[src/rtl/vn_sqrt_cell.sv]
// One cell of the square root chain: resolves one root bit per word.
// Standalone; chained by vector3_normalize.
module vn_sqrt_cell #(
    parameter int W  = 16,
    parameter int PW = 51
) (
    input  logic           i_clk,
    input  logic           i_rst_n,
    input  logic           i_en,
    input  logic           i_valid,
    input  logic [2*W-1:0] i_n,
    input  logic [W+1:0]   i_rem,
    input  logic [W-1:0]   i_root,
    input  logic [PW-1:0]  i_side,
    output logic           o_valid,
    output logic [2*W-1:0] o_n,
    output logic [W+1:0]   o_rem,
    output logic [W-1:0]   o_root,
    output logic [PW-1:0]  o_side
);

    logic [W+3:0] rem_s;
    logic [W+3:0] trial;
    logic         ge;

    // Bring down the next two radicand bits and try the next root bit.
    always_comb begin
        rem_s = {i_rem, i_n[2*W-1 -: 2]};
        trial = (W+4)'({i_root, 2'b01});
        ge    = (rem_s >= trial);
    end

    always_ff @(posedge i_clk) begin
        if (!i_rst_n) begin
            o_valid <= 1'b0;
        end else if (i_en) begin
            o_valid <= i_valid;
        end
    end

    always_ff @(posedge i_clk) begin
        if (i_en) begin
            o_n    <= {i_n[2*W-3:0], 2'b00};
            o_rem  <= ge ? (W+2)'(rem_s - trial) : (W+2)'(rem_s);
            o_root <= {i_root[W-2:0], ge};
            o_side <= i_side;
        end
    end

endmodule

[config.mk]
export PLATFORM = sky130hd
export DESIGN_NAME = vn_sqrt_cell
export DESIGN_NICKNAME = d
export VERILOG_FILES = /design/src/rtl/vn_sqrt_cell.sv
export SDC_FILE = /design/constraint.sdc
export NUM_CORES = 1
export LEC_CHECK = 0
export BUFFER_PORTS_ARGS = -buffer_cell sky130_fd_sc_hd__buf_4
export CAP_MARGIN = 25
export CORE_MARGIN = 2
export CORE_UTILIZATION = 45
export DETAILED_ROUTE_END_ITERATION = 6
export HOLD_SLACK_MARGIN = 0.1
export PLACE_DENSITY = 0.79
export SKIP_CTS_REPAIR_TIMING = 1
export SLEW_MARGIN = 15
export SYNTH_ARGS = -nofsm -noshare
export SYNTH_HDL_FRONTEND = slang
export SYNTH_SLANG_ARGS = --single-unit
[constraint.sdc]
create_clock -name i_clk -period 2.7 [get_ports i_clk]
set_input_delay 0.405 -clock i_clk [delete_from_list [all_inputs] [get_ports i_clk]]
set_output_delay 0.405 -clock i_clk [all_outputs]
set_load 0.02 [all_outputs]
==> qor.yml <==
hold_path:
  hold_depth: 2
  holdPathEnd: "o_valid$_SDFFE_PN0P_"
  hp-class: "input port to register"
  hp-start: "i_rst_n"
clock_tree:
  clk_latency_ps: 510
  cts_tree: "built"
  clkTransAtPathRegs_ps: 60
  h-tree-depth: 4
  clock_path_buffers: 2
  clkSinkCount: 116
  cts_root_buf: "clkbuf_8"
  cts_made_buffers: 17
die:
  core-area_mm2: 0.0102
  die_area_mm2: 0.0112
  die_h_um: 106
  die_x_um: 106
  ios: 239
  start_util_pct: 45.8
  row_count: 37
global_route:
  grt.met1_usage_pct: 23.4
  grt_pass1_wl_mm: 19.4
  antenna_found_initial: 0
  overflow: 0
  grt_max_degree: 38
  grt_pass1_vias: 3393
  use_met3_pct: 10.2
  grt_usage_pct: 23.8
  grt_busiest_layer: "met2"
  grtUsageMet2_pct: 42.9
setup_path:
  crit_chain: "dlygate4sd3_1, buf_4, inv_1, ha_1, and3_1, a221o_1, a31oi_1, o21ai_1, a21oi_1, xnor2_1, mux2_4"
  end_kind: "register"
  cp_top_family: "compound AO/OA/AOI/OAI gates"
  slowest_stage: "dlygate4sd3_1"
  r2r-end: "o_valid$_SDFFE_PN0P_"
  crit_buf_inv: 3
  path_max_fanout: 5
  r2r_cells: 2
  startpoint_type: "input port"
  r2r_slack_ps: 2050
  setup.worst_path.class: "input port to register"
  r2r-start: "o_valid$_SDFFE_PN0P_"
  cp.required_ps: 2960
  max_stage_delay_ps: 560
  crit_arrival_ps: 3020
status:
  violations: "setup timing"
  status: "complete, but fails checks"
final_layout:
  fillers: 487
  fin_cells: 775
  seq_area_mm2: 0.00347
  multi_input_area_mm2: 0.00110
  areaGrowthSynthToFinish_pct: 75.9
  layout_commonest_cell: "buf_4"
  final_cell_mix: "buf_4, edfxtp_1, dlygate4sd3_1"
  drive_above_1_share_pct: 47.6
  utilization_pct: 80.6
  antenna_cells: 0
  layout.nets: 765
synth:
  async_reset_ff_share_pct: 0
  synth_seq_area_share_pct: 74.1
  avgSynthCellArea_um2: 17.4
  syn_inst: 269
  ys_warn_count: 0
  syn_area_mm2: 0.00469
  synth_flop_cell: "edfxtp_1"
  synthDistinctLibCells: 45
  synth_edf_count: 115
  ys_ff_latch: 116
route:
  routed_wirelength_mm: 18.7
  initialDrtViolationCount: 503
  dr.pass1.iters: 5
  drc: 0
  wire_per_inst_um: 24.1
  postRouteAntennaNets: 0
  vias_per_cell: 5.27
  vias: 4083
power:
  power.leakage_nw: 3.56
  p_per_area_mw_per_mm2: 697
  p_sw_share_pct: 27.6
  p_switching_mw: 1.59
  combPwrFrac_pct: 20.3
  p_int_mw: 4.16
  power.share.clock_pct: 40.5
  vdd_drop_max_mv: 0.411
  seq_power_share_pct: 39.3
placement:
  routabilityCongestion: 0.833
  place.detailed.hpwl_mm: 9.80
  io_buffers: 236
  dp.cells: 647
run:
  drv_cap: 0
timing:
  setup_viol: 1
  setup_slack_ps: -55.3
  setup_tns_ps: -55.3
  slew_violations: 0
  clock_skew_ps: 0
  min_period_over_period_pct: 102
  final-hold-violation-count: 0
  min_period_ps: 2760
  max_freq_mhz: 363
## layer usage
metal  up-vias  wire length (um)
met5         -                 0
met4         0               924
met3        58              1560
met2       266              9150
met1      2023              7070
li1       1736                 -
## synthesized netlist by cell type, types with 3 or more instances
master,number,area [um^2]
o21ai_1,3,15.0
nand2_1,10,37.5
mux2_4,7,105
nor2_1,10,37.5
o21a_1,3,22.5
a21oi_1,10,50.1
inv_1,19,71.3
o21ai_0,3,15.0
xnor2_1,13,114
xor2_1,4,35.0
edfxtp_1,115,3450
mux2_2,9,101
ha_1,18,225
## kinds of logic after synthesis
| logic type | count (synthesis) | synth area share (%) |
|---|---|---|
| other | 1 | 0.0800 |
| muxes | 18 | 4.83 |
| xor gates and xnor gates | 17 | 3.18 |
| and+or+nand+nor | 35 | 3.69 |
| adders and majority gates | 18 | 4.81 |
| DFF | 116 | 74.1 |
| AOI/OAI and AO/OA | 40 | 6.81 |
| buffers and inverters | 24 | 2.48 |
## how the worst max path moves through the flow
stage | cells after the start | from | to | slack [ps]
final | 11 | i_root[10] | o_rem[14]$_DFFE_PP_ | -60
after CTS | 9 | i_rem[9] | o_rem[13]$_DFFE_PP_ | 640
after global placement | 9 | i_rem[9] | o_rem[16]$_DFFE_PP_ | 130
after global routing | 11 | i_root[10] | o_rem[14]$_DFFE_PP_ | -90
after floorplan | 10 | i_root[0] | o_rem[10]$_DFFE_PP_ | 260
after detailed placement | 9 | i_rem[9] | o_rem[13]$_DFFE_PP_ | 110
## flip-flops by register name (all words and copies together) (netlist names)
name / count
o_rem: 18
o_side: 51
o_valid: 1
o_root: 16
o_n: 30
## worst register-to-register path, cell delays in order, from the launching register on
cell,delay (ps)
dfxtp_1,320
mux2i_1,150
nor2b_1,70
## power groups by stage
stage / logic (mW) / registers, mW / clock network [mW]
after CTS: 0.992 / 2.23 / 2.26
after floorplan: 0.272 / 2.47 / 0
after detailed placement: 0.985 / 2.26 / 0
after global placement: 0.967 / 2.26 / 0
after global routing: 1.20 / 2.26 / 2.42
final: 1.17 / 2.26 / 2.33
## area by class of cell
cell class	instances	share of cell area, %
flip-flops and latches	116	42.1
repair buffers	342	34.4
multi-input cells	130	13.3
clock buffers	17	5.02
clock inverters	15	2.20
well taps	136	2.06
inverters	19	0.865
## per-stage QoR
step                      power, mW  hold WS (ps)  instance area, um^2  setup slack (ps)
after floorplan                2.75           504                 4690               263
after global placement         3.22           511                 6690               128
final                          5.75           142                 8240             -55.3
after CTS                      5.49          42.8                 7280               641
after detailed placement       3.25           523                 6690               113
after global routing           5.89           145                 8240             -94.2
(Power assumes the default switching activity.)
