File: src/rtl/vn_div_cell.sv
// One cell of the division chain: resolves one quotient bit in three lanes.
// Standalone; chained by vector3_normalize.
module vn_div_cell #(
    parameter int W  = 16,
    parameter int QW = 15
) (
    input  logic              i_clk,
    input  logic              i_rst_n,
    input  logic              i_en,
    input  logic              i_valid,
    input  logic [W-1:0]      i_len,
    input  logic [2:0]        i_sign,
    input  logic [3*(W+1)-1:0] i_rem,
    input  logic [3*QW-1:0]   i_q,
    output logic              o_valid,
    output logic [W-1:0]      o_len,
    output logic [2:0]        o_sign,
    output logic [3*(W+1)-1:0] o_rem,
    output logic [3*QW-1:0]   o_q
);

    logic [3*(W+1)-1:0] n_rem;
    logic [3*QW-1:0]    n_q;

    // Compare and subtract in each lane, then shift for the next bit.
    always_comb begin
        logic [W:0] r;
        logic       ge;
        n_rem = '0;
        n_q   = '0;
        for (int k = 0; k < 3; k++) begin
            r  = i_rem[k*(W+1) +: W+1];
            ge = (r >= {1'b0, i_len});
            if (ge) begin
                r = r - {1'b0, i_len};
            end
            n_rem[k*(W+1) +: W+1] = {r[W-1:0], 1'b0};
            n_q[k*QW +: QW]       = {i_q[k*QW +: QW-1], ge};
        end
    end

    always_ff @(posedge i_clk) begin
        if (!i_rst_n) begin
            o_valid <= 1'b0;
        end else if (i_en) begin
            o_valid <= i_valid;
        end
    end

    always_ff @(posedge i_clk) begin
        if (i_en) begin
            o_len  <= i_len;
            o_sign <= i_sign;
            o_rem  <= n_rem;
            o_q    <= n_q;
        end
    end

endmodule
File: config.mk
export PLATFORM = sky130hd
export DESIGN_NAME = vn_div_cell
export DESIGN_NICKNAME = d
export VERILOG_FILES = /design/src/rtl/vn_div_cell.sv
export SDC_FILE = /design/constraint.sdc
export NUM_CORES = 1
export LEC_CHECK = 0
export BUFFER_PORTS_ARGS = -buffer_cell sky130_fd_sc_hd__buf_2
export CAP_MARGIN = 30
export CELL_PAD_IN_SITES_DETAIL_PLACEMENT = 1
export CELL_PAD_IN_SITES_GLOBAL_PLACEMENT = 2
export CORE_ASPECT_RATIO = 1.5
export CORE_UTILIZATION = 29
export CTS_CLUSTER_DIAMETER = 50
export CTS_CLUSTER_SIZE = 25
export DETAILED_ROUTE_END_ITERATION = 6
export PLACE_DENSITY_LB_ADDON = 0.1
export SYNTH_ARGS = -nofsm -noshare
export SYNTH_HDL_FRONTEND = slang
export SYNTH_SLANG_ARGS = --single-unit
File: constraint.sdc
create_clock -name i_clk -period 2.42 [get_ports i_clk]
set_input_delay 0.242 -clock i_clk [delete_from_list [all_inputs] [get_ports i_clk]]
set_output_delay 0.242 -clock i_clk [all_outputs]
set_load 0.02 [all_outputs]
==> qor.yml <==
status:
  status: "finished clean"
logic_synthesis:
  synth.largest_area_cell: "edfxtp_1"
  ys_top_cells_by_count: "112 x edfxtp_1, 48 x ha_1, 39 x a21oi_1, 34 x inv_1, 28 x nand2_1"
  netlist_area_um2: 6790
  synth-edff-count: 112
  postSynthAreaPerCell_um2: 12.1
  synth_top_area_frac: 0.495
  synth-adder-area-share: 0.0973
  synth_area_leaders: "edfxtp_1 50%, ha_1 8.8%, mux2_2 3.3%"
  synthMuxAreaShare: 0.0783
  ys_ff_latch: 113
  ys.flop_type: "edfxtp_1"
  synthSimpleGateAreaFrac: 0.0927
  async_flop_share: 0
  synth_cell_type_count: 67
  yosys_warnings: 0
  synthCells: 562
  synth-compound-area-share: 0.158
  synth_top_family_by_area: "compound AO/OA/AOI/OAI gates"
  synth_most_common_cell: "edfxtp_1"
  synth_xor_area_frac: 0.0348
  ys_seq_area_frac: 0.498
clock_tree:
  cts_tree: "yes"
  postCtsSetupBuffers: 0
  root_buffer: "clkbuf_16"
  clkSinkCount: 113
  ctsLongestPathBuffers: 2
  cts_made_buffers: 17
  clk_pin_slew_worst_paths_ns: 0.06
  htree_levels: 4
  clk_latency_ns: 0.42
sta:
  finalMaxSlewViolations: 0
  rsz0062_at_grt: "no"
  slew_headroom: 0.576
  hold_viol_final: 0
  worst_slew_pin_slew_ns: 0.635
  clock_skew_ns: 0
  tns_ns: 0
  fin_crit_sh: 0.925
  setup_viol: 0
  fmax_mhz: 447
  period_minus_slack_ns: 2.24
floorplan:
  dieWidth_um: 127
  core_um2: 23000
  die_area_um2: 24100
  io_pins: 235
  start_util: 0.296
  num_rows: 68
  die_h_um: 189
worst_setup_path:
  reg2reg_depth: 2
  crit_family: "compound AO/OA/AOI/OAI gates"
  worstSetupPathType: "in -> reg"
  rrSetupSlack_ns: 1.82
  path_buf_inv: 5
  worstPathArrival_ns: 2.54
  slowest_stage: "a2111oi_0"
  worst_setup_path_end_kind: "flop"
  r2r-start: "o_valid$_SDFFE_PN0P_"
  setup.worst_path.start_class: "primary input"
  critPathMostFrequentCell: "buf_4"
  rr_endpoint: "o_valid$_SDFFE_PN0P_"
  slowest_delay_ns: 0.56
  crit_fanout: 3
  cp_cell_sequence: "buf_2 > inv_1 > ha_1 > buf_4 > nand2_1 > o21ai_0 > buf_4 > nor3_1 > a2111oi_0 > buf_4 > mux2_4"
  required_ns: 2.72
global_routing:
  overflow: 0
  grt_use_total: 0.205
  antenna_found_initial: 0
  grt_pass1_wl_um: 36900
  grt_pass1_vias: 6843
  grt_max_degree: 48
min_path:
  hold_depth: 1
  hold_path.class: "in -> reg"
  hold_start: "i_len[5]"
  min_to: "o_len[5]$_DFFE_PP_"
place:
  port_buffers: 228
  gp_congestion: 0.867
  dp_hpwl_um: 19100
  placed_cells: 1185
detailed_routing:
  dr.pass1.iters: 4
  routedWlPerCell_um: 18.9
  drt_iter0_drc: 219
  finalWirelength_um: 24000
  via_count: 6177
  drt.antenna.violating_nets: 0
  drc_errors: 0
  routed_via_density: 4.87
pwr:
  p_per_area_nw_per_um2: 701
  vdd_drop_max_mv: 0.446
  power.total_mw: 7.25
  p_leak_nw: 4.64
finish:
  final_cells: 1268
  layout-drive-gt1-share: 0.444
  syn_to_final_growth_pct: 52.2
  diodes: 0
  nets: 1146
  fill_cells: 2596
job:
  max_cap_violations: 0
## cell usage in the layout, fill, tap and decap left out, drive strengths merged, types with 3 or more instances in the layout
master and n:
a21boi 4, a31oi 5, o31ai 4, bufinv 5
xor2 9, inv 34, edfxtp 112, nand2b 6
o21bai 7, o211ai 4, conb 3, nor2b 11
o21ai 24, nand2 29, ha 48, xnor2 18
or2 4, nand4 10, nor2 27, a21o 9
clkinv 4, a211oi 13, mux2 35, a2111oi 3
o21a 9, buf 359, nor3 10, o2111ai 3
a21oi 46, a211o 4, mux2i 10, nand3 11
fa 3, dlygate4sd3 52, clkbuf 20, and3 5
or3 3, nor4 3
## registers in the layout, summed over array words and instances (netlist names)
name	cells
o_len	16
o_valid	1
o_rem	48
o_q	45
o_sign	3
## layer usage
metal | track usage | part of all wire
met5 | 0 | 0
met4 | 0.0984 | 0.034
met3 | 0.0376 | 0.042
met2 | 0.400 | 0.55
met1 | 0.205 | 0.37
## power breakdown
part           switching [mW]  total [mW]  leakage, nW  internal (mW)
logic                    1.11        2.05         3.24          0.945
registers              0.0589        2.49         1.10           2.43
clock network           0.892        2.70        0.298           1.81
## stage by stage
stage	util	instance area [µm²]	hold WS, ns	setup WS (ns)
floorplan	-	6800	0.341	0.0567
global placement	0.400	9190	0.418	-0.239
finish	0.450	10300	0.0206	0.182
global route	0.450	10300	0.00170	0.00263
detailed placement	0.400	9190	0.420	-0.287
CTS	0.450	10300	0.000509	0.140
## cell type report
type                       count  area, µm²  share of cell area
clock buffer                  20        437              0.0422
clock inverter                11        188              0.0182
inverter                      34        128              0.0123
multi-input combinational    399       3140               0.304
sequential                   113       3380               0.327
tap                          280        350              0.0339
timing repair buffer         411       2710               0.262
## how the worst max path moves through the flow
stage / cells past startpoint / endpoint / startpoint
finish: 11 / o_rem[31]$_DFFE_PP_ / i_len[11]
detailed placement: 11 / o_rem[31]$_DFFE_PP_ / i_len[11]
global route: 10 / o_rem[13]$_DFFE_PP_ / i_len[0]
floorplan: 10 / o_rem[10]$_DFFE_PP_ / i_len[10]
global placement: 10 / o_rem[37]$_DFFE_PP_ / i_len[10]
CTS: 11 / o_rem[31]$_DFFE_PP_ / i_len[11]
## cells by family after synthesis
kind of cell    Yosys count
compound gates          149
xor+xnor                 27
fa+ha+maj                51
buf+inv                  52
flops                   113
mux                      45
other cells               1
simple gates            124
## timing repair
action / CTS / global route
hold endpoints to repair: 52 / 0
endpoints found under the setup margin: 0 / 0
hold buffers: 52 / 0
resized for setup: 0 / 0
Power figures use the tool's default switching activity.
